$ cat src/hdl/gbn_arq_pkg.sv
package gbn_arq_pkg;

    // Fixed field widths of the link interface.
    localparam int DATA_WIDTH       = 32;
    localparam int SEQ_MODULUS      = 8;
    localparam int SEQ_W            = $clog2(SEQ_MODULUS);
    localparam int ADDR_W           = 8;
    localparam int CMD_W            = 2;
    localparam int FKIND_W          = 2;
    localparam int OKIND_W          = 3;
    localparam int WIN_W            = 3;
    localparam int CFG_IDX_W        = 2;
    localparam int CFG_DATA_W       = 8;
    localparam int BUFFER_DEPTH_DEF = 16;

    // Event codes.
    localparam logic [CMD_W-1:0] CMD_APP   = 2'd0;
    localparam logic [CMD_W-1:0] CMD_FRAME = 2'd1;
    localparam logic [CMD_W-1:0] CMD_TIMER = 2'd2;

    // Received frame kinds.
    localparam logic [FKIND_W-1:0] FK_INFO = 2'd0;
    localparam logic [FKIND_W-1:0] FK_RR   = 2'd1;
    localparam logic [FKIND_W-1:0] FK_REJ  = 2'd2;

    // Result kinds.
    localparam logic [OKIND_W-1:0] OK_INFO    = 3'd0;
    localparam logic [OKIND_W-1:0] OK_RR      = 3'd1;
    localparam logic [OKIND_W-1:0] OK_REJ     = 3'd2;
    localparam logic [OKIND_W-1:0] OK_DELIVER = 3'd3;
    localparam logic [OKIND_W-1:0] OK_DROP    = 3'd4;

    // Configuration register indexes.
    localparam logic [CFG_IDX_W-1:0] CFG_OWN_ADDR  = 2'd0;
    localparam logic [CFG_IDX_W-1:0] CFG_PEER_ADDR = 2'd1;
    localparam logic [CFG_IDX_W-1:0] CFG_WINDOW    = 2'd2;

    typedef logic [DATA_WIDTH-1:0] t_data;
    typedef logic [SEQ_W-1:0]      t_seq;
    typedef logic [ADDR_W-1:0]     t_addr;

    typedef struct packed {
        logic [CMD_W-1:0]   cmd;
        t_data              payload;
        logic [FKIND_W-1:0] frame_kind;
        t_seq               frame_seq;
        t_addr              frame_dest;
        logic               poll_bit;
        logic               bad_frame;
    } t_in_item;

    typedef struct packed {
        logic [OKIND_W-1:0] out_kind;
        t_seq               out_seq;
        t_addr              out_dest;
        t_data              out_data;
        logic               restart_timer;
        logic               last;
    } t_out_item;

    typedef enum logic [2:0] {
        ST_IDLE,
        ST_EVAL,
        ST_DELIV,
        ST_ACK,
        ST_ACK_APPLY,
        ST_WIN,
        ST_SEND,
        ST_FLUSH
    } t_state;

endpackage

$ cat src/hdl/go_back_n_arq_link.sv
// Channel   Direction  Handshake              Payload
// input     in         i_in_valid/o_in_stall    i_in  (gbn_arq_pkg::t_in_item)
// result    out        o_out_valid/i_out_stall  o_out (gbn_arq_pkg::t_out_item)
// config    in         i_cfg_valid/o_cfg_ready  i_cfg_index, i_cfg_data
//
// One event is taken at a time, in an idle cycle. An application word is stored, or
// dropped when the store is full, and sends at most one INFO frame; a received INFO
// is answered with an RR and delivered, answered with a REJ unless one is pending,
// or discarded. An acknowledgement is range checked and may be refused; otherwise it,
// like a timer expiry, sends INFO frames while the window is open, each one pass of
// the shared sequence subtractor followed by one read of the retransmit memory.
// Reset is synchronous and clears all control state; the retransmit memory is
// not cleared, as an entry is only ever read after it has been written.
// A stall on the result channel holds the sequencer wherever a further result
// would have to leave the holding register, and the input stays stalled until
// the last result of the event has moved into the output register.
module go_back_n_arq_link #(
    parameter int BUFFER_DEPTH = gbn_arq_pkg::BUFFER_DEPTH_DEF
) (
    input  logic                                         i_clk,
    input  logic                                         i_rst_n,
    input  logic                                         i_in_valid,
    output logic                                         o_in_stall,
    input  gbn_arq_pkg::t_in_item                        i_in,
    output logic                                         o_out_valid,
    input  logic                                         i_out_stall,
    output gbn_arq_pkg::t_out_item                       o_out,
    input  logic                                         i_cfg_valid,
    output logic                                         o_cfg_ready,
    input  logic [gbn_arq_pkg::CFG_IDX_W-1:0]             i_cfg_index,
    input  logic [gbn_arq_pkg::CFG_DATA_W-1:0]            i_cfg_data
);

    localparam int PTR_W = $clog2(BUFFER_DEPTH);
    localparam int CNT_W = $clog2(BUFFER_DEPTH + 1);
    localparam int SUM_W = CNT_W + 1;
    localparam int SEQ_W = gbn_arq_pkg::SEQ_W;
    localparam int WIN_W = gbn_arq_pkg::WIN_W;
    localparam int CMP_W = (CNT_W > SEQ_W) ? CNT_W : SEQ_W;

    // Configuration registers.
    gbn_arq_pkg::t_addr  r_own_addr;
    gbn_arq_pkg::t_addr  r_peer_addr;
    logic [WIN_W-1:0]    r_window;

    // Protocol state.
    gbn_arq_pkg::t_state r_state, n_state;
    gbn_arq_pkg::t_seq   r_unacked, n_unacked;
    gbn_arq_pkg::t_seq   r_next, n_next;
    gbn_arq_pkg::t_seq   r_expected, n_expected;
    logic                r_rej_pend, n_rej_pend;
    logic [PTR_W-1:0]    r_head, n_head;
    logic [CNT_W-1:0]    r_count, n_count;
    logic                r_single, n_single;
    gbn_arq_pkg::t_seq   r_acked, n_acked;
    gbn_arq_pkg::t_in_item r_in;

    // Holding register for the newest result and the output register.
    logic                   r_hold_valid, n_hold_valid;
    gbn_arq_pkg::t_out_item r_hold, n_hold;
    logic                   r_out_valid;
    gbn_arq_pkg::t_out_item r_out;

    // Sequencer control and datapath.
    logic                in_accept;
    logic                slot_free;
    logic                push_ok;
    logic                push;
    logic                push_last;
    logic                discard;
    logic                too_far;
    logic                past_send;
    logic                win_open;
    gbn_arq_pkg::t_seq   alu_a;
    gbn_arq_pkg::t_seq   alu_b;
    gbn_arq_pkg::t_seq   alu_diff;
    logic [WIN_W-1:0]    win_cap;
    logic [CNT_W-1:0]    acked_cnt;
    logic [SUM_W-1:0]    head_sum;
    logic                buf_wr;
    logic                buf_rd;
    logic [CNT_W-1:0]    buf_rd_off;
    gbn_arq_pkg::t_data  buf_rd_data;

    function automatic gbn_arq_pkg::t_out_item make_result(
        input logic [gbn_arq_pkg::OKIND_W-1:0] kind,
        input gbn_arq_pkg::t_seq               seq,
        input gbn_arq_pkg::t_addr              dest,
        input gbn_arq_pkg::t_data              data,
        input logic                            timer);
        gbn_arq_pkg::t_out_item item;
        item.out_kind      = kind;
        item.out_seq       = seq;
        item.out_dest      = dest;
        item.out_data      = data;
        item.restart_timer = timer;
        item.last          = 1'b0;
        return item;
    endfunction

    function automatic gbn_arq_pkg::t_seq seq_inc(input gbn_arq_pkg::t_seq s);
        return (s == SEQ_W'(gbn_arq_pkg::SEQ_MODULUS - 1)) ? '0 : s + 1'b1;
    endfunction

    assign in_accept  = i_in_valid && !o_in_stall;
    assign o_in_stall = (r_state != gbn_arq_pkg::ST_IDLE);
    assign o_cfg_ready = 1'b1;
    assign o_out_valid = r_out_valid;
    assign o_out       = r_out;

    // The output register can take a result when it is empty or being drained.
    assign slot_free = !r_out_valid || !i_out_stall;
    assign push_ok   = !r_hold_valid || slot_free;

    // The single shared sequence subtractor. The modulus is a power of two,
    // so the wrap of the difference is the natural overflow of the field.
    assign alu_a    = (r_state == gbn_arq_pkg::ST_ACK) ? r_in.frame_seq : r_next;
    assign alu_b    = r_unacked;
    assign alu_diff = alu_a - alu_b;

    assign win_cap = (r_window > WIN_W'(gbn_arq_pkg::SEQ_MODULUS - 1))
                   ? WIN_W'(gbn_arq_pkg::SEQ_MODULUS - 1) : r_window;
    assign win_open = (alu_diff < SEQ_W'(win_cap))
                   && (CMP_W'(alu_diff) < CMP_W'(r_count));

    assign discard = r_in.poll_bit || r_in.bad_frame || (r_in.frame_dest != r_own_addr);
    assign too_far = CMP_W'(r_acked) > CMP_W'(r_count);
    assign past_send = r_acked > alu_diff;

    // The acknowledged count is at most the fill count once the range check passes.
    assign acked_cnt = CNT_W'(CMP_W'(r_acked));
    assign head_sum  = SUM_W'(r_head) + SUM_W'(acked_cnt);
    assign buf_rd_off = CNT_W'(CMP_W'(alu_diff));

    gbn_arq_rtx_buf #(
        .BUFFER_DEPTH (BUFFER_DEPTH)
    ) u_rtx_buf (
        .i_clk     (i_clk),
        .i_base    (r_head),
        .i_wr_en   (buf_wr),
        .i_wr_off  (r_count),
        .i_wr_data (r_in.payload),
        .i_rd_en   (buf_rd),
        .i_rd_off  (buf_rd_off),
        .o_rd_data (buf_rd_data)
    );

    // Next-state logic of the sequencer.
    always_comb begin
        n_state = r_state;
        unique case (r_state)
            gbn_arq_pkg::ST_IDLE: begin
                if (in_accept) begin
                    n_state = gbn_arq_pkg::ST_EVAL;
                end
            end
            gbn_arq_pkg::ST_EVAL: begin
                priority case (r_in.cmd)
                    gbn_arq_pkg::CMD_APP:   n_state = gbn_arq_pkg::ST_WIN;
                    gbn_arq_pkg::CMD_TIMER: n_state = gbn_arq_pkg::ST_WIN;
                    gbn_arq_pkg::CMD_FRAME: begin
                        if (discard) begin
                            n_state = gbn_arq_pkg::ST_FLUSH;
                        end else if (r_in.frame_kind == gbn_arq_pkg::FK_INFO) begin
                            n_state = (r_in.frame_seq == r_expected)
                                    ? gbn_arq_pkg::ST_DELIV : gbn_arq_pkg::ST_FLUSH;
                        end else if (r_in.frame_kind == gbn_arq_pkg::FK_RR
                                  || r_in.frame_kind == gbn_arq_pkg::FK_REJ) begin
                            n_state = gbn_arq_pkg::ST_ACK;
                        end else begin
                            n_state = gbn_arq_pkg::ST_FLUSH;
                        end
                    end
                    default: n_state = gbn_arq_pkg::ST_FLUSH;
                endcase
            end
            gbn_arq_pkg::ST_DELIV: begin
                if (push_ok) begin
                    n_state = gbn_arq_pkg::ST_FLUSH;
                end
            end
            gbn_arq_pkg::ST_ACK: n_state = gbn_arq_pkg::ST_ACK_APPLY;
            gbn_arq_pkg::ST_ACK_APPLY: begin
                n_state = too_far ? gbn_arq_pkg::ST_FLUSH : gbn_arq_pkg::ST_WIN;
            end
            gbn_arq_pkg::ST_WIN: begin
                n_state = win_open ? gbn_arq_pkg::ST_SEND : gbn_arq_pkg::ST_FLUSH;
            end
            gbn_arq_pkg::ST_SEND: begin
                if (push_ok) begin
                    n_state = r_single ? gbn_arq_pkg::ST_FLUSH : gbn_arq_pkg::ST_WIN;
                end
            end
            gbn_arq_pkg::ST_FLUSH: begin
                if (!r_hold_valid || slot_free) begin
                    n_state = gbn_arq_pkg::ST_IDLE;
                end
            end
            default: n_state = gbn_arq_pkg::ST_IDLE;
        endcase
    end

    // Datapath controls and next values of the protocol state.
    always_comb begin
        n_unacked    = r_unacked;
        n_next       = r_next;
        n_expected   = r_expected;
        n_rej_pend   = r_rej_pend;
        n_head       = r_head;
        n_count      = r_count;
        n_single     = r_single;
        n_acked      = r_acked;
        n_hold_valid = r_hold_valid;
        n_hold       = r_hold;
        push         = 1'b0;
        push_last    = 1'b0;
        buf_wr       = 1'b0;
        buf_rd       = 1'b0;
        unique case (r_state)
            gbn_arq_pkg::ST_EVAL: begin
                priority case (r_in.cmd)
                    gbn_arq_pkg::CMD_APP: begin
                        n_single = 1'b1;
                        if (r_count < CNT_W'(BUFFER_DEPTH)) begin
                            buf_wr  = 1'b1;
                            n_count = r_count + 1'b1;
                        end else begin
                            n_hold_valid = 1'b1;
                            n_hold = make_result(gbn_arq_pkg::OK_DROP, '0, '0,
                                                 r_in.payload, 1'b0);
                        end
                    end
                    gbn_arq_pkg::CMD_FRAME: begin
                        n_single = 1'b0;
                        if (!discard && r_in.frame_kind == gbn_arq_pkg::FK_INFO) begin
                            if (r_in.frame_seq != r_expected) begin
                                if (!r_rej_pend) begin
                                    n_rej_pend   = 1'b1;
                                    n_hold_valid = 1'b1;
                                    n_hold = make_result(gbn_arq_pkg::OK_REJ, r_expected,
                                                         r_peer_addr, '0, 1'b0);
                                end
                            end else begin
                                n_expected   = seq_inc(r_expected);
                                n_rej_pend   = 1'b0;
                                n_hold_valid = 1'b1;
                                n_hold = make_result(gbn_arq_pkg::OK_RR,
                                                     seq_inc(r_expected),
                                                     r_peer_addr, '0, 1'b0);
                            end
                        end
                    end
                    gbn_arq_pkg::CMD_TIMER: begin
                        n_single = 1'b0;
                        n_next   = r_unacked;
                    end
                    default: begin
                        n_single = 1'b0;
                    end
                endcase
            end
            gbn_arq_pkg::ST_DELIV: begin
                if (push_ok) begin
                    push         = r_hold_valid;
                    n_hold_valid = 1'b1;
                    n_hold = make_result(gbn_arq_pkg::OK_DELIVER, r_in.frame_seq, '0,
                                         r_in.payload, 1'b0);
                end
            end
            gbn_arq_pkg::ST_ACK: begin
                n_acked = alu_diff;
            end
            gbn_arq_pkg::ST_ACK_APPLY: begin
                if (!too_far) begin
                    n_head  = (head_sum >= SUM_W'(BUFFER_DEPTH))
                            ? PTR_W'(head_sum - SUM_W'(BUFFER_DEPTH)) : PTR_W'(head_sum);
                    n_count = r_count - acked_cnt;
                    // A REJ rewinds to the acknowledged number as well.
                    if (past_send || r_in.frame_kind == gbn_arq_pkg::FK_REJ) begin
                        n_next = r_in.frame_seq;
                    end
                    n_unacked = r_in.frame_seq;
                end
            end
            gbn_arq_pkg::ST_WIN: begin
                buf_rd = win_open;
            end
            gbn_arq_pkg::ST_SEND: begin
                if (push_ok) begin
                    push         = r_hold_valid;
                    n_hold_valid = 1'b1;
                    n_hold = make_result(gbn_arq_pkg::OK_INFO, r_next, r_peer_addr,
                                         buf_rd_data, 1'b1);
                    n_next = seq_inc(r_next);
                end
            end
            gbn_arq_pkg::ST_FLUSH: begin
                if (r_hold_valid && slot_free) begin
                    push         = 1'b1;
                    push_last    = 1'b1;
                    n_hold_valid = 1'b0;
                end
            end
            default: begin
            end
        endcase
    end

    // Configuration writes; an index beyond the list is ignored.
    always_ff @(posedge i_clk) begin
        if (!i_rst_n) begin
            r_own_addr  <= '0;
            r_peer_addr <= gbn_arq_pkg::ADDR_W'(1);
            r_window    <= WIN_W'(7);
        end else if (i_cfg_valid && o_cfg_ready) begin
            priority case (i_cfg_index)
                gbn_arq_pkg::CFG_OWN_ADDR:  r_own_addr  <= i_cfg_data;
                gbn_arq_pkg::CFG_PEER_ADDR: r_peer_addr <= i_cfg_data;
                gbn_arq_pkg::CFG_WINDOW:    r_window    <= i_cfg_data[WIN_W-1:0];
                default: begin
                end
            endcase
        end
    end

    always_ff @(posedge i_clk) begin
        if (!i_rst_n) begin
            r_state      <= gbn_arq_pkg::ST_IDLE;
            r_unacked    <= '0;
            r_next       <= '0;
            r_expected   <= '0;
            r_rej_pend   <= 1'b0;
            r_head       <= '0;
            r_count      <= '0;
            r_single     <= 1'b0;
            r_hold_valid <= 1'b0;
            r_out_valid  <= 1'b0;
        end else begin
            r_state      <= n_state;
            r_unacked    <= n_unacked;
            r_next       <= n_next;
            r_expected   <= n_expected;
            r_rej_pend   <= n_rej_pend;
            r_head       <= n_head;
            r_count      <= n_count;
            r_single     <= n_single;
            r_hold_valid <= n_hold_valid;
            if (push) begin
                r_out_valid <= 1'b1;
            end else if (!i_out_stall) begin
                r_out_valid <= 1'b0;
            end
        end
    end

    // Payload registers need no reset.
    always_ff @(posedge i_clk) begin
        if (in_accept) begin
            r_in <= i_in;
        end
        r_acked <= n_acked;
        r_hold  <= n_hold;
        // The last flag is the lowest bit of the result.
        if (push) begin
            r_out <= {r_hold[$bits(gbn_arq_pkg::t_out_item)-1:1], push_last};
        end
    end

`ifndef SYNTH
    // The sent-but-unacknowledged frames are always a subset of the buffered words.
    a_count_bound: assert property (@(posedge i_clk) disable iff (!i_rst_n)
        r_count <= CNT_W'(BUFFER_DEPTH))
        else $error("retransmit fill count beyond depth");

    a_outstanding: assert property (@(posedge i_clk) disable iff (!i_rst_n)
        CMP_W'(gbn_arq_pkg::t_seq'(r_next - r_unacked)) <= CMP_W'(r_count))
        else $error("outstanding frames exceed buffered words");

    // No result may be left behind when the sequencer returns to idle.
    a_hold_empty: assert property (@(posedge i_clk) disable iff (!i_rst_n)
        (r_state == gbn_arq_pkg::ST_IDLE) |-> !r_hold_valid)
        else $error("result held while idle");

    // The final result of an event always leaves the sequencer in idle.
    a_last_idle: assert property (@(posedge i_clk) disable iff (!i_rst_n)
        (push && push_last) |=> (r_state == gbn_arq_pkg::ST_IDLE))
        else $error("last result pushed before event end");
`endif

endmodule

$ cat src/hdl/gbn_arq_rtx_buf.sv
module gbn_arq_rtx_buf #(
    parameter int BUFFER_DEPTH = gbn_arq_pkg::BUFFER_DEPTH_DEF
) (
    input  logic                               i_clk,
    input  logic [$clog2(BUFFER_DEPTH)-1:0]    i_base,
    input  logic                               i_wr_en,
    input  logic [$clog2(BUFFER_DEPTH+1)-1:0]  i_wr_off,
    input  gbn_arq_pkg::t_data                 i_wr_data,
    input  logic                               i_rd_en,
    input  logic [$clog2(BUFFER_DEPTH+1)-1:0]  i_rd_off,
    output gbn_arq_pkg::t_data                 o_rd_data
);

    localparam int PTR_W = $clog2(BUFFER_DEPTH);
    localparam int CNT_W = $clog2(BUFFER_DEPTH + 1);
    localparam int SUM_W = CNT_W + 1;

    gbn_arq_pkg::t_data r_mem [BUFFER_DEPTH];
    gbn_arq_pkg::t_data r_rd_data;
    logic [PTR_W-1:0]   wr_addr;
    logic [PTR_W-1:0]   rd_addr;

    // The offset never exceeds the depth, so one conditional subtract wraps the sum.
    function automatic logic [PTR_W-1:0] wrap_addr(input logic [PTR_W-1:0] base,
                                                   input logic [CNT_W-1:0] off);
        logic [SUM_W-1:0] sum;
        sum = SUM_W'(base) + SUM_W'(off);
        if (sum >= SUM_W'(BUFFER_DEPTH)) begin
            sum = sum - SUM_W'(BUFFER_DEPTH);
        end
        return sum[PTR_W-1:0];
    endfunction

    assign wr_addr   = wrap_addr(i_base, i_wr_off);
    assign rd_addr   = wrap_addr(i_base, i_rd_off);
    assign o_rd_data = r_rd_data;

    always_ff @(posedge i_clk) begin
        if (i_wr_en) begin
            r_mem[wr_addr] <= i_wr_data;
        end
        if (i_rd_en) begin
            r_rd_data <= r_mem[rd_addr];
        end
    end

endmodule

$ cat config.mk
export PLATFORM = sky130hd
export DESIGN_NAME = go_back_n_arq_link
export DESIGN_NICKNAME = d
export VERILOG_FILES = /design/src/hdl/gbn_arq_pkg.sv /design/src/hdl/go_back_n_arq_link.sv /design/src/hdl/gbn_arq_rtx_buf.sv
export SDC_FILE = /design/constraint.sdc
export NUM_CORES = 1
export LEC_CHECK = 0
export ABC_AREA = 1
export BUFFER_PORTS_ARGS = -buffer_cell sky130_fd_sc_hd__buf_2
export CAP_MARGIN = 20
export CORE_MARGIN = 2
export CORE_UTILIZATION = 38
export CTS_BUF_LIST = sky130_fd_sc_hd__clkbuf_8
export DETAILED_ROUTE_END_ITERATION = 10
export SLEW_MARGIN = 20
export SYNTH_ARGS = -nofsm -noshare
export SYNTH_HDL_FRONTEND = slang
export SYNTH_HIERARCHICAL = 1
export SYNTH_SLANG_ARGS = --single-unit
$ cat constraint.sdc
create_clock -name i_clk -period 3.7 [get_ports i_clk]
set_input_delay 0.37 -clock i_clk [delete_from_list [all_inputs] [get_ports i_clk]]
set_output_delay 0.37 -clock i_clk [all_outputs]
set_load 0.03 [all_outputs]
After elaboration in Yosys (flattened, before gate mapping)
Memory sizes are Yosys's and may differ from the RTL's. A register that Yosys moved wholly into a read port is not among the register bits. Index checks and enable logic that the tools add are counted.

Register bits: 191. Memories kept: 1. Bits in read-only memories: 0. RAM bits: 512. Output and inout port bits: 51. Latch bits: 0. Word-level logic and storage cells: 184.

Shift-type cells: 0. $lt $le $gt $ge: 9. Bitwise operators: 2. Reductions and logical operators: 37. Equality and inequality tests: 34. Multiply operators: 0. Divide/modulo/power cells: 0. Add/sub/neg operators: 11. Multiplexer cells: 58.

Memories: u_rtx_buf.r_mem (words 16, width 32, rd ports 1, clocked after Yosys merged registers in 1, wr ports 1, RTL line gbn_arq_rtx_buf.sv:18) `gbn_arq_pkg::t_data r_mem [BUFFER_DEPTH];`.

Operator list (count): two-way mux 48 bit (6); one-hot mux 48 bit (3 select lines) (1); one-hot mux 48 bit (2 select lines) (1); two-way mux 3 bit (16); one-hot mux 3 bit (8 select lines) (1); two-way mux 1 bit (19); == test 3 bit, second input constant (6); inequality test 2 bit, second input constant (8); two-way mux 5 bit (3); AND reduction 7 bit (2); two-way mux 4 bit (3); AND reduction 4 bit (3); nonzero test 3 bit (4); subtractor 4 x 1 -> 4 bit, second input constant (3); adder 4 x 3 -> 5 bit (2); greater-or-equal comparator 5 bit, second input constant (2); one-hot mux 5 bit (2 select lines) (1); one-hot mux 3 bit (3 select lines) (1); inequality test 2 x 1 -> 1 bit, second input constant (4); inequality test 8 bit (1); AND reduction 2 bit (4); adder 3 x 1 -> 3 bit, second input constant (2); adder 4 x 5 -> 6 bit (1); == test 2 x 1 -> 1 bit, second input constant (3); other kinds (32) (54).

Logic depth before layout (Yosys ltp)
Gate-level depths: netlist of the first run.

Depth in word-level cells: 8. Mapped depth: 18.

Modules after synthesis
Netlist of the first run, hierarchy kept.

Modules (own cells, without submodules): gbn_arq_rtx_buf (cells each 2217, area an instance 23433.7 um2, instances 1); go_back_n_arq_link (cells each 622, area an instance 7622.3 um2, instances 1).

Worst setup path after synthesis of the first run
No wires, ideal clock.

Path type: register to register. Start point: register r_state[0]. End point: register u_rtx_buf.r_rd_data[0] (netlist: u_rtx_buf/o_rd_data[0]) (read register of u_rtx_buf.r_mem), enable pin. Setup slack: -0.385 ns. Arrival time: 3.664 ns. Clock period less this slack: 4.085 ns. Stages on the path, launching flop included: 12. Buffers on the path: 0. Cells stage by stage: dfxtp_1 > nand3_2 > mux2i_1 > ha_1 > fa_1 > xnor2_1 > xor2_2 > inv_1 > ha_1 > a21oi_1 > nand2_1 > nor2_1.

Cells in the longest elaborated chain, start to end: 6. Elaborated cells on any way between the ends: 12.

Ends and longest elaborated chain: start, declared (RTL line go_back_n_arq_link.sv:47) `gbn_arq_pkg::t_state r_state, n_state;`; start signal, assigned (RTL line go_back_n_arq_link.sv:328) `r_state <= gbn_arq_pkg::ST_IDLE;`; start signal, assigned (RTL line go_back_n_arq_link.sv:339) `r_state <= n_state;`; == test 3 x 2 -> 1 bit (RTL line go_back_n_arq_link.sv:117) `assign alu_a = (r_state == gbn_arq_pkg::ST_ACK) ? r_in.frame_seq : r_next;`; two-way mux 3 bit (RTL line go_back_n_arq_link.sv:117); subtractor 3 bit (RTL line go_back_n_arq_link.sv:119) `assign alu_diff = alu_a - alu_b;`; < comparator 3 x 5 -> 1 bit / < comparator 3 bit (equally long branches) (RTL line go_back_n_arq_link.sv:124, go_back_n_arq_link.sv:123); logical AND 1 bit (RTL line go_back_n_arq_link.sv:124) `&& (CMP_W'(alu_diff) < CMP_W'(r_count));`; two-way mux 1 bit * (RTL line go_back_n_arq_link.sv:219) `unique case (r_state)`; named net buf_rd (RTL line go_back_n_arq_link.sv:81) `logic buf_rd;`; end, declared (RTL line gbn_arq_rtx_buf.sv:19) `gbn_arq_pkg::t_data r_rd_data;`.

Mark *: on every way through the listed nets, which the timed path passes. The rest lies on a longest branch. A chain may end at the register's enable or synchronous reset.

Worst setup path after layout of the first run
Start point: register r_state[1]. End point: register u_rtx_buf.r_rd_data[16] (netlist: u_rtx_buf/o_rd_data[16]) (read register of u_rtx_buf.r_mem), data pin.

Cells in the longest elaborated chain, start to end: 6. Elaborated cells on any way between the ends: 12.

Ends and longest elaborated chain: == test 3 x 2 -> 1 bit * (RTL line go_back_n_arq_link.sv:117); two-way mux 3 bit * (RTL line go_back_n_arq_link.sv:117); subtractor 3 bit * (RTL line go_back_n_arq_link.sv:119); named net alu_diff[1] (RTL line go_back_n_arq_link.sv:76) `gbn_arq_pkg::t_seq alu_diff;`; adder 4 x 3 -> 5 bit (tied with other cells) (RTL line gbn_arq_rtx_buf.sv:27) `sum = SUM_W'(base) + SUM_W'(off);`; subtractor 4 x 1 -> 4 bit (tied with other cells) (RTL line gbn_arq_rtx_buf.sv:29) `sum = sum - SUM_W'(BUFFER_DEPTH);`; two-way mux 4 bit / two-way mux 1 bit (equally long branches) (RTL line gbn_arq_rtx_buf.sv:28, go_back_n_arq_link.sv:219).

Marks and branches as above.

==> summary.md, run 1 <==
| Metric | Value |
|---|---|
| Area contributors post-synth | `edfxtp_1 67%, nand3_1 7.8%, nand2_1 7.7%` |
| Slowest CP cell | `fa_4` |
| Fin crit period | `3.50 ns` |
| Tightest Pin Transition | `about 1.1 ns` |
| Post-Route WL | `about 75000 um` |
| Mapped Area | `a little over 30000 sq um` |
| Worst setup path class | `flop to flop` |
| CTS H-tree depth | `3` |
| CP Capture Type | `flop` |
| First-pass GRT wire length | `between 100000 and 150000 um` |
| Asr flop ratio synth | `0%` |
| RD Place Congestion | `roughly 0.8` |
| Post-route DRC | `0` |
| Sequential cell area | `approximately 22000 sq um` |
| Most used cell along the critical path | `nand3_1` |
| Period utilization | `~95%` |
| Post-DP HPWL | `between 40000 and 50000 um` |
| Clock slew at reported path FFs | `about 0.060 ns` |
| Post-synthesis sequential area ratio | `between 60% and 70%` |
| Synthesis-stage register bit count | `735` |
| Filler instances | `between 7000 and 8000` |
| Initial Util | `approximately 38%` |
| DR vias/cell | `around 4.8` |
| Clock latency on the worst-skew pair | `approximately 0.74 ns` |
| Most frequent cell after synthesis | `edfxtp_1` |
| Syn_area_per_cell | `about 11 sq um` |
| Fmax | `between 200 and 300 MHz` |
| Critical-path maximum fanout | `82` |
| Cell leakage power | `roughly 15 nW` |
| Dpl ws | `0.156 ns` |
| Die Ht | `around 290 um` |
| Worst path cell trace | `nand3_2 -> mux2i_1 -> ha_1 -> fa_1 -> inv_1 -> fa_4 -> buf_12 -> nand3_1 -> nand3_1 -> nand3_1 -> nand2_1` |
| Status | `finished clean` |
| CTS tree | `done` |
| Vias in the first global route | `about 20000` |
| Die Footprint | `approximately 84000 sq um` |
| Fin. max-slew vios | `0` |
| Clk sink count | `735` |
| Worst Setup Start Kind | `flop` |
| Largest net degree at the start of global routing | `between 150 and 200` |
| CTS max path bufs | `3` |
| Worst min path class | `input pin to flop` |
| Post-DRT Antenna Nets | `0` |
| Layout cells sized above 1 | `around an eighth` |
| Pre-Repair DR Iteration Count | `5` |
| Peak VDD IR | `1.17 mV` |
| Synth unique cells | `between 40 and 50` |
| WL per Instance | `~18 um` |
| Req. time, crit path | `4.28 ns` |
| Setup Viol. Count Final | `0` |
| # IOs | `roughly 120` |
| Area delta synth->final | `16.7%` |
| Placeable core region | `around 80000 sq um` |
| Port bufs | `between 100 and 150` |
| Vias | `20200` |
| Post-Route Setup TNS | `0 ns` |
| Nets | `3183` |
| Cells after Synth | `roughly 2800` |
| CTS root buffer | `clkbuf_8` |
| Die W | `about 290 um` |
| Pwr dens | `a little under 800 nW/um^2` |
| Main synth FF type | `edfxtp_1` |
| RSZ-0062 raised after global routing | `no` |
| Final hold violation count | `0` |
| Area of the multi-input gates | `6810 sq um` |
| GRT Total Usage | `around 18%` |
| Row count | `about 100` |
| Max_slew headroom | `27.7%` |
| Number of synthesized flops with an enable pin | `roughly 690` |
| Synth area leader | `edfxtp_1` |
| Arrival time at the worst endpoint | `4.08 ns` |
| YS warnings | `6` |
| Top cells by count, synth | `691 x edfxtp_1, 634 x nand2_1, 595 x inv_1` |
| Fin util | `about 45%` |
| Setup ws final | `between 0.15 and 0.2 ns` |
| Post-CTS setup buffer count | `0` |
| Top-area cell type share of the netlist area | `between 60% and 70%` |
| First DRT Iteration DRCs | `around 1700` |
| Cts bufs inserted | `~120` |
| Clk_skew | `approximately 0.038 ns` |
| Initial antenna violation count | `3` |
| Total of max-cap violations | `0` |
| Max incr delay on CP | `between 0.8 and 0.9 ns` |
| Total grt overflow | `0` |
## placed cells by master (no fill, tap or decap), types with 3 or more instances in the layout
| cell | instances |
|---|---|
| o21ai_0 | 37 |
| clkbuf_8 | 124 |
| a211oi_1 | 6 |
| nand3_1 | 481 |
| nand2_2 | 3 |
| inv_2 | 5 |
| edfxtp_1 | 691 |
| bufinv_16 | 3 |
| dfxtp_1 | 44 |
| xor2_1 | 3 |
| xnor2_1 | 8 |
| nand2_1 | 631 |
| o31ai_1 | 3 |
| nor2_4 | 21 |
| a22o_1 | 32 |
| a21oi_1 | 34 |
| conb_1 | 3 |
| nor3_1 | 4 |
| a221oi_1 | 3 |
| fa_1 | 4 |
| nor2_1 | 58 |
| clkinv_2 | 10 |
| buf_4 | 42 |
| ha_1 | 23 |
| buf_12 | 27 |
| buf_2 | 113 |
| a22oi_1 | 3 |
| nor2_2 | 3 |
| clkinv_1 | 26 |
| clkinvlp_4 | 3 |
| dlygate4sd3_1 | 62 |
| o211ai_1 | 4 |
| inv_1 | 636 |
## flip-flops by register name, indices dropped and copies added, names as in the netlist, 5 cells and up
name	count
u_rtx_buf/o_rd_data	32
r_count	5
r_peer_addr	8
o_out	48
u_rtx_buf/r_mem	512
r_in	49
r_hold	47
r_own_addr	8
## stage by stage
stage | hold WS (ns) | cells | cell area [sq um] | power, mW
2_1_floorplan | 0.400 | 2840 | 31100 | 18.7
3_3_place_gp | 0.402 | 3964 | 33400 | 22.5
3_5_place_dp | 0.405 | 3964 | 33400 | 22.6
5_1_grt | 0.107 | 4240 | 36200 | 30.7
4_1_cts | 0.0365 | 4238 | 36200 | 29.1
6_report | 0.108 | 4240 | 36200 | 28.8
## power breakdown
group          internal (mW)  switching (mW)  leakage (nW)
combinational           3.73            7.62          7.45
clock                   3.29            3.15          1.26
sequential              10.5           0.526          6.62
total                   17.5            11.3          15.3
## cell families (layout without fill, tap and decap cells)
family / after synthesis / count (layout) / synth area share (%)
other: 2 / 5 / 0.0242
muxes: 1 / 1 / 0.0322
buffers and inverters: 718 / 1056 / 9.04
and+or+nand+nor: 1209 / 1209 / 16.7
xor gates and xnor gates: 14 / 14 / 0.504
DFF: 735 / 735 / 69.7
AOI/OAI and AO/OA: 130 / 130 / 2.69
adders and majority gates: 30 / 30 / 1.33
## per-layer routing
metal | up-vias | GRT usage (%) | wire (um)
met2 | 612 | 29.5 | 35600
met5 | - | 0 | 0
li1 | 9822 | - | -
met1 | 9629 | 23.8 | 32900
met4 | 0 | 5.55 | 1590
met3 | 122 | 3.17 | 4900
## worst paths after layout
kind	from	endpoint	slack [ns]	cells after the start
setup / recovery	r_state[1]$_SDFFE_PN0P_	u_rtx_buf/o_rd_data[16]$_DFFE_PP_	0.20	11
hold / removal	i_in_valid	r_state[2]$_SDFFE_PN0P_	0.11	4
setup reg to reg	r_state[1]$_SDFFE_PN0P_	u_rtx_buf/o_rd_data[16]$_DFFE_PP_	0.20	11
hold reg to reg	r_hold[19]$_DFFE_PP_	o_out[19]$_DFFE_PP_	0.41	0
## cell type report
| class | instances | area share, % |
|---|---|---|
| antenna | 2 | 0.0138 |
| clock buffer | 124 | 4.71 |
| sequential | 735 | 59.7 |
| clock inverter | 88 | 1.24 |
| multi-input combinational | 1387 | 18.8 |
| inverter | 600 | 6.24 |
| tap | 1060 | 3.66 |
| timing repair buffer | 244 | 5.64 |
## worst max-delay path, delay by kind of cell (launching register included)
family	cells	cell delay, ns
adder cells (fa/ha/maj)	3	1.64
buffers and inverters	2	0.54
flip-flops	1	0.37
multiplexers	1	0.15
AND/OR/NAND/NOR	5	0.59
## what timing repair did
item	in CTS	in global routing
hold buffers	62	0
endpoints found under the hold margin	68	0
resized for setup	0	1
setup endpoints to repair	0	27
Power figures use the tool's default switching activity.
==> inputs of run 2 (changes only) <==
--- a/config.mk
+++ b/config.mk
@@ -12,8 +12,8 @@
 export CORE_UTILIZATION = 38
 export CTS_BUF_LIST = sky130_fd_sc_hd__clkbuf_8
 export DETAILED_ROUTE_END_ITERATION = 10
+export GPL_TIMING_DRIVEN = 0
 export SLEW_MARGIN = 20
 export SYNTH_ARGS = -nofsm -noshare
 export SYNTH_HDL_FRONTEND = slang
-export SYNTH_HIERARCHICAL = 1
 export SYNTH_SLANG_ARGS = --single-unit
==> run 2 against run 1 <==
- combinational power shrank 40%
- core utilization increased by 0.79 points
- via count is 0.60% higher
- sequential power fell by 8%
- critical path type unchanged
==> summary.md, run 2 <==
| Metric | Value |
|---|---|
| Clock latency on the worst-skew pair | `0.77 ns (+0.03 ns)` |
| Fin. max-slew vios | `0 (unchanged)` |
| Layout cells sized above 1 | `16.7% (+5.0 points)` |
| # IOs | `115 (unchanged)` |
| Worst min path class | `input pin to flop` |
| YS warnings | `0 (-6)` |
| Switch share | `34.7% (-4.5 points)` |
| Cts bufs inserted | `119 (-1.7%)` |
| Post-DP Area | `32200 sq um (-3.6%)` |
| Peak VDD IR | `0.334 mV (-71%)` |
| Req. time, crit path | `4.26 ns (-0.02 ns)` |
| Period utilization | `97.2% (+2.5 points)` |
| Top cells by count, synth | `691 x edfxtp_1, 315 x nand2_1, 225 x nand3_1` |
| Port bufs | `112 (-0.88%)` |
| Placed Instances | `3459 (-13%)` |
| Int Pwr | `15.4 mW (-12%)` |
| Area delta synth->final | `19.5%` |
| Post-DRT Antenna Nets | `0 (unchanged)` |
| First-pass GRT wire length | `127000 um (+9.9%)` |
| Total of max-cap violations | `0 (unchanged)` |
| Comb pwr share | `29.1% (-10 points)` |
| Pwr dens | `671 nW/um^2 (-16%)` |
| Most frequent cell after synthesis | `edfxtp_1` |
| CP Capture Type | `flop` |
| CTS H-tree depth | `3 (unchanged)` |
| Row count | `102 (-1.9%)` |
| Vias | `20300 (+0.60%)` |
| Hold WS | `0.0472 ns (-0.0604 ns)` |
| Sw Pwr | `8.22 mW (-27%)` |
| Sequential share of power | `42.6% (+4.3 points)` |
| Status | `finished clean` |
| Finished Layout Cells | `3735 (-12%)` |
| Critical-path maximum fanout | `10 (-88%)` |
| Fin util | `45.7% (+0.79 points)` |
| DR vias/cell | `5.44 (+14%)` |
| Number of synthesized flops with an enable pin | `691 (unchanged)` |
| Dpl ws | `-0.912 ns (-1.07 ns)` |
| Die Footprint | `80000 sq um (-4.8%)` |
| Top delay family on crit path | `buffers and inverters` |
| CTS tree | `done` |
| Commonest non-fill, non-tap cell in the layout | `edfxtp_1` |
| CTS max path bufs | `3 (unchanged)` |
| Final hold violation count | `0 (unchanged)` |
| Main synth FF type | `edfxtp_1` |
| Area contributors post-synth | `edfxtp_1 70%, nand2_1 4.0%, nand3_1 3.8%` |
| Slowest CP cell | `ha_2` |
| Setup ws final | `0.104 ns (-0.0918 ns)` |
| Largest reg by FF count | `u_rtx_buf.r_mem` |
| Total grt overflow | `0 (unchanged)` |
| Max incr delay on CP | `0.45 ns (-0.44 ns)` |
| Cell area after layout | `35300 sq um (-2.6%)` |
| Post-Route Setup TNS | `0 ns (unchanged)` |
| Die W | `283 um (-2.5%)` |
| Die Ht | `283 um (-2.5%)` |
| Synth unique cells | `42 (-4.5%)` |
| Clock slew at reported path FFs | `0.06 ns (about the same)` |
| Largest net degree at the start of global routing | `22 (-88%)` |
| Post-route DRC | `0 (unchanged)` |
| Cells after Synth | `2277 (-20%)` |
| Worst Setup Start Kind | `flop` |
| Post-Route WL | `87700 um (+17%)` |
| Initial Util | `38.2% (-0.25 points)` |
| Most used cell along the critical path | `buf_2` |
| RD Place Congestion | `0.854 (+6.2%)` |
| Clk_skew | `0.0640 ns (+0.0257 ns)` |
| Syn_area_per_cell | `13.0 sq um (+19%)` |
| Top-area cell type share of the netlist area | `70.3% (+3.4 points)` |
| Post-DP HPWL | `58000 um (+40%)` |
| Synthesized Nets | `roughly 2400` |
| Asr flop ratio synth | `0% (unchanged)` |
| Worst path buffer plus inverter count | `6 (+4)` |
| Mapped Area | `29500 sq um (-4.9%)` |
| R2r setup slk | `0.10 ns (-0.09 ns)` |
| Synth area leader | `edfxtp_1` |
| Cell leakage power | `12.9 nW (-16%)` |
| Synthesis-stage register bit count | `735 (unchanged)` |
| Placeable core region | `77200 sq um (-4.3%)` |
| Clk network pwr share | `28.3% (+5.9 points)` |
| Clk sink count | `735 (unchanged)` |
| Fin crit period | `3.60 ns (+0.0918 ns)` |
| Most frequent cells in the layout | `691 x edfxtp_1, 314 x nand2_1, 223 x nand3_1` |
| Initial antenna violation count | `5 (+2)` |
| WL per Instance | `23.5 um (+33%)` |
| Number of flip-flops in the largest register | `512 (unchanged)` |
| Pre-Repair DR Iteration Count | `7 (+2)` |
| Total power | `23.7 mW (-18%)` |
| CTS root buffer | `clkbuf_8` |
| Tightest Pin Transition | `1.12 ns (+0.0343 ns)` |
| Arrival time at the worst endpoint | `4.16 ns (+0.08 ns)` |
| Fmax | `278 MHz (-2.6%)` |
| Worst setup path class | `flop to flop` |
| Post-synthesis sequential area ratio | `73.2% (+3.6 points)` |
| Vias in the first global route | `20000 (+0.12%)` |
| Nets | `2696 (-15%)` |
| GRT Total Usage | `21.7% (+4.0 points)` |
| Worst path cell trace | `buf_4 -> nand3_4 -> nand2_1 -> o21ai_0 -> ha_2 -> inv_1 -> ha_2 -> buf_2 -> buf_2 -> buf_2 -> nor2_1 -> o22ai_1 -> inv_1 -> nand3_1 -> nand3_1 -> nand2_1` |
| First DRT Iteration DRCs | `2361 (+40%)` |
| Setup Viol. Count Final | `0 (unchanged)` |
| Max_slew headroom | `25.6% (-2.2 points)` |
[run 2: power by group through the flow]
stage	clock (mW)	combinational (mW)	sequential, mW
after floorplan	0	4.06	10.2
after global placement	0	6.26	10.3
after global routing	7.15	7.34	10.1
final	6.70	6.87	10.1
after detailed placement	0	6.50	10.2
after CTS	6.81	6.67	10.1
[run 2: metal layers]
layer | share of wire (%) | global-route usage, % | vias up
met5 | 0.015 | 0 | -
met4 | 3.4 | 8.29 | 2
met3 | 8.8 | 4.20 | 211
met2 | 47 | 35.8 | 1122
met1 | 40 | 28.5 | 9975
li1 | - | - | 8997
[run 2: final timing paths]
path / from / endpoint / depth (start not counted)
worst max-delay path: r_state[0]$_SDFFE_PN0P_ / u_rtx_buf.o_rd_data[25]$_DFFE_PP_ / 16
worst min register to register: r_hold[2]$_DFFE_PP_ / o_out[2]$_DFFE_PP_ / 0
worst min-delay path: i_rst_n / r_peer_addr[2]$_SDFFE_PN0P_ / 3
worst max register to register: r_state[0]$_SDFFE_PN0P_ / u_rtx_buf.o_rd_data[25]$_DFFE_PP_ / 16
[run 2: tightest hold or removal path, stage by stage]
cell,delay (ns)
clkbuf_1,0.17
o21ai_0,0.12
a21oi_1,0.05
[run 2: timing repair]
item | CTS | global route
pin swaps | 1 | 2
endpoints found under the setup margin | 47 | 34
gates resized for setup | 42 | 78
setup buffers | 1 | 2
hold buffers | 60 | 0
endpoints found under the hold margin | 68 | 0
[run 2: logic make-up after synthesis]
logic type	count (synthesis)	share of synthesized area, %
buffers and inverters	280	4.17
adder cells (fa/ha/maj)	29	1.36
AND/OR/NAND/NOR	769	11.3
AO/OA/AOI/OAI	450	9.54
flip-flops	735	73.2
XOR/XNOR	12	0.356
other	1	0.0127
multiplexers	1	0.0339
[run 2: area by class of cell]
cell class                      instances  area (sq um)
Timing Repair Buffer                  205          1900
Clock buffer                          122          1680
Buffer                                133           817
Fill cell                            6878         41900
Inverter                              147           552
Clock inverter                         89           554
Tap cell                             1040          1300
Antenna cell                            2          5.00
Sequential cell                       735         21600
Multi-Input combinational cell       1262          6840
==> inputs of run 3 (changes only) <==
--- a/config.mk
+++ b/config.mk
@@ -5,9 +5,7 @@
 export SDC_FILE = /design/constraint.sdc
 export NUM_CORES = 1
 export LEC_CHECK = 0
-export ABC_AREA = 1
 export BUFFER_PORTS_ARGS = -buffer_cell sky130_fd_sc_hd__buf_2
-export CAP_MARGIN = 20
 export CORE_MARGIN = 2
 export CORE_UTILIZATION = 38
 export CTS_BUF_LIST = sky130_fd_sc_hd__clkbuf_8
==> constraint.sdc (replaced) <==
create_clock -name i_clk -period 4.5 [get_ports i_clk]
set_input_delay 0.45 -clock i_clk [delete_from_list [all_inputs] [get_ports i_clk]]
set_output_delay 0.45 -clock i_clk [all_outputs]
set_load 0.03 [all_outputs]
==> run 3 against run 2 <==
- critical path depth decreased by 4
- largest cell class unchanged
- highest routed layer is now met4
- worst hold slack improved by 0.033 ns
- area after synthesis decreased by 4.2%
- final area decreased by 3.9%
- register-to-register slack improved by 0.02 ns
==> summary.md, run 3 <==
| Metric | Value |
|---|---|
| Synth Area in Compound Gates | `2.56% (-7.0 points)` |
| Switch share | `27.4% (-7.3 points)` |
| HP Start | `i_cfg_data[1]` |
| Post-route DRC | `0 (unchanged)` |
| Post-synthesis sequential area ratio | `76.5% (+3.2 points)` |
| Post-CTS setup buffer count | `0 (-1)` |
| Port bufs | `113 (+0.89%)` |
| R2r setup slk | `0.12 ns (+0.02 ns)` |
| Worst Setup Start Kind | `flop` |
| Post-synthesis adder-cell area fraction | `1.46% (+0.10 points)` |
| Row count | `100 (-2.0%)` |
| Total grt overflow | `0 (unchanged)` |
| Initial antenna violation count | `2 (-3)` |
| WL per Instance | `23.4 um (-0.19%)` |
| Period utilization | `97.2% (about the same)` |
| Min-Delay Endpoint | `r_window[1]$_SDFFE_PN1P_` |
| Post-DRT Antenna Nets | `0 (unchanged)` |
| Sequential cell area | `21600 sq um (about the same)` |
| RSZ-0062 raised after global routing | `no` |
| Crit Reg-Reg Startpoint | `r_state[1]$_SDFFE_PN0P_` |
| Worst path cell trace | `buf_4 -> nand3b_4 -> mux2i_1 -> ha_1 -> fa_1 -> inv_1 -> fa_1 -> clkbuf_1 -> clkbuf_2 -> mux4_2 -> mux2i_1 -> mux2i_1` |
| GRT Total Usage | `17.1% (-4.6 points)` |
| Arrival time at the worst endpoint | `4.83 ns (+0.67 ns)` |
| Clk network pwr share | `32.0% (+3.7 points)` |
| Mapped Area | `28300 sq um (-4.2%)` |
| Fin util | `45.8% (+0.10 points)` |
| Top cells by count, synth | `691 x edfxtp_1, 132 x mux2i_1, 128 x mux4_2` |
| Sw Pwr | `4.69 mW (-43%)` |
| Post-synthesis mux area share | `14.9% (+15 points)` |
| Fin crit period | `4.38 ns (+0.779 ns)` |
| Setup Viol. Count Final | `0 (unchanged)` |
| Worst setup path class | `flop to flop` |
| Req. time, crit path | `4.96 ns (+0.70 ns)` |
| Most frequent cells in the layout | `691 x edfxtp_1, 132 x mux2i_1, 128 x mux4_2, 128 x clkbuf_8, 114 x buf_2` |
| RD Place Congestion | `0.808 (-5.3%)` |
| Top delay family on crit path | `buffers and inverters` |
| Slowest CP cell | `clkbuf_1` |
| # IOs | `115 (unchanged)` |
| Comb pwr share | `19.3% (-9.8 points)` |
| Area delta synth->final | `19.9%` |
| Max incr delay on CP | `0.61 ns (+0.16 ns)` |
| Post-DP HPWL | `42000 um (-28%)` |
| Clock latency on the worst-skew pair | `0.73 ns (-0.04 ns)` |
| CP Capture Type | `flop` |
| Synth area leader | `edfxtp_1` |
| Sequential share of power | `48.6% (+6.0 points)` |
| Status | `finished clean` |
| Number of synthesized flops with an enable pin | `691 (unchanged)` |
| Post-Route Setup TNS | `0 ns (unchanged)` |
| Clock slew at reported path FFs | `0.06 ns (about the same)` |
| Largest reg by FF count | `u_rtx_buf.r_mem` |
| Peak VDD IR | `0.267 mV (-20%)` |
| WHS Path Cells | `3 (unchanged)` |
| Largest net degree at the start of global routing | `28 (+27%)` |
| CTS tree | `done` |
| Area contributors post-synth | `edfxtp_1 73%, mux4_2 10%, mux2i_1 4.7%` |
| YS warnings | `0 (unchanged)` |
| Max_slew headroom | `25.6% (+0.079 points)` |
| Top-area cell type share of the netlist area | `73.4% (+3.1 points)` |
| CTS root buffer | `clkbuf_8` |
| CTS H-tree depth | `3 (unchanged)` |
| Post-Route WL | `64800 um (-26%)` |
| Syn_area_per_cell | `20.6 sq um (+58%)` |
| Nets | `1791 (-34%)` |
| Die W | `277 um (-2.1%)` |
| Int Pwr | `12.4 mW (-20%)` |
| Initial Util | `38.2% (-0.062 points)` |
| Filler instances | `6259 (-9.0%)` |
| Pre-Repair DR Iteration Count | `7 (unchanged)` |
| Placeable core region | `74100 sq um (-4.1%)` |
| Clk sink count | `735 (unchanged)` |
| Post-synthesis xor/xnor area fraction | `0.836% (+0.48 points)` |
| Number of flip-flops in the largest register | `512 (unchanged)` |
| Cts bufs inserted | `117 (-1.7%)` |
| Tightest Pin Transition | `1.12 ns (-0.00118 ns)` |
| Post-Synth Simple-Gate Area | `2.53% (-8.8 points)` |
| Fmax | `229 MHz (-18%)` |
| Synthesized Nets | `1469 (-38%)` |
| Vias in the first global route | `15100 (-25%)` |
| Worst R2R Path Depth | `12 (-4)` |
| Worst min path class | `input pin to flop` |
| Most frequent cell after synthesis | `edfxtp_1` |
| CTS max path bufs | `3 (unchanged)` |
| Vias | `14200 (-30%)` |
| Commonest non-fill, non-tap cell in the layout | `edfxtp_1` |
| First DRT Iteration DRCs | `1096 (-54%)` |
| Die Ht | `277 um (-2.1%)` |
| Worst path buffer plus inverter count | `4 (-2)` |
| First-pass GRT wire length | `96900 um (-24%)` |
| DR vias/cell | `5.15 (-5.3%)` |
| Main synth FF type | `edfxtp_1` |
| Reg-to-reg endpoint | `u_rtx_buf.o_rd_data[0]$_DFFE_PP_` |
| Layout cells sized above 1 | `27.0% (+10 points)` |
| Cells after Synth | `1376 (-40%)` |
| Synthesis-stage register bit count | `735 (unchanged)` |
| Critical-path maximum fanout | `10 (unchanged)` |
| Die Footprint | `76600 sq um (-4.2%)` |
| Fin. max-slew vios | `0 (unchanged)` |
| Final hold violation count | `0 (unchanged)` |
| Area of the multi-input gates | `6470 sq um (-5.4%)` |
| Total of max-cap violations | `0 (unchanged)` |
| Main combinational cell family by area after synthesis | `multiplexers` |
| Asr flop ratio synth | `0% (unchanged)` |
| Most used cell along the critical path | `mux2i_1` |
| Clk_skew | `0.0485 ns (-0.0156 ns)` |
| Cell leakage power | `11.2 nW (-13%)` |
| Synth unique cells | `58 (+38%)` |
| Pwr dens | `505 nW/um^2 (-25%)` |
==> run 3: layer usage <==
metal / GRT usage [%] / vias to the layer above / share of wire, %
li1: - / 6288 / -
met1: 22.7 / 7379 / 43
met5: 0 / - / 0
met4: 4.70 / 0 / 2.1
met3: 3.65 / 115 / 5.8
met2: 28.6 / 450 / 49
==> run 3: metrics by stage <==
stage / hold WS (ns) / setup slack, ns / power [mW] / instances / area (sq um)
3_5_place_dp: 0.405 / -0.0657 / 11.8 / 2491 / 31100
4_1_cts: 0.0247 / 0.0243 / 17.3 / 2763 / 33900
2_1_floorplan: 0.400 / 0.317 / 10.7 / 1376 / 28300
3_3_place_gp: 0.403 / -2.65 / 11.6 / 2458 / 30100
5_1_grt: 0.0402 / 0.0297 / 17.9 / 2764 / 33900
6_report: 0.0797 / 0.124 / 17.1 / 2764 / 33900
==> run 3: cell type report <==
type                            count  share of cell area (%)
Timing Repair Buffer              203                    5.80
Buffer                             59                   0.841
Multi-Input combinational cell    560                    19.1
Clock inverter                     87                    1.52
Antenna cell                        1                 0.00738
Tap cell                          969                    3.57
Inverter                           22                   0.243
Clock buffer                      128                    5.19
Sequential cell                   735                    63.8
==> run 3: cell families (layout without fill, tap and decap cells) <==
| kind of cell | Yosys count | count (layout) |
|---|---|---|
| other cells | 1 | 2 |
| fa+ha+maj | 30 | 30 |
| flops | 735 | 735 |
| compound gates | 97 | 97 |
| buf+inv | 81 | 499 |
| xor+xnor | 24 | 24 |
| simple gates | 147 | 147 |
| mux | 261 | 261 |
==> run 3: what timing repair did <==
item | 4_1_cts | 5_1_grt
endpoints found under the setup margin | 6 | 31
hold buffers | 57 | 0
gates cloned | 0 | 0
resized for setup | 4 | 16
endpoints found under the hold margin | 65 | 0
==> run 3: how the worst max path moves through the flow <==
| stage | startpoint | to | depth (start not counted) |
|---|---|---|---|
| floorplan | r_in[7]$_DFFE_PP_ | r_hold_valid$_SDFFE_PN0P_ | 6 |
| global placement | r_in[7]$_DFFE_PP_ | r_hold_valid$_SDFFE_PN0P_ | 6 |
| detailed placement | r_state[1]$_SDFFE_PN0P_ | u_rtx_buf.o_rd_data[30]$_DFFE_PP_ | 12 |
| CTS | r_state[1]$_SDFFE_PN0P_ | u_rtx_buf.o_rd_data[13]$_DFFE_PP_ | 12 |
| global route | r_state[1]$_SDFFE_PN0P_ | u_rtx_buf.o_rd_data[15]$_DFFE_PP_ | 12 |
| finish | r_state[1]$_SDFFE_PN0P_ | u_rtx_buf.o_rd_data[0]$_DFFE_PP_ | 12 |
==> run 3: worst reg2reg max path, delay by kind of cell, from the launching register on <==
family	cells	cell delay, ns
and+or+nand+nor	1	0.13
buffers and inverters	4	1.44
adders and majority gates	3	1.32
muxes	4	0.90
DFF	1	0.31
==> run 3: power by group through the flow <==
stage	Clock, mW	Sequential [mW]	Combinational (mW)
final	5.48	8.32	3.31
after global placement	0	8.49	3.14
after floorplan	0	8.42	2.23
after CTS	5.62	8.32	3.39
after detailed placement	0	8.46	3.34
after global routing	5.95	8.36	3.59
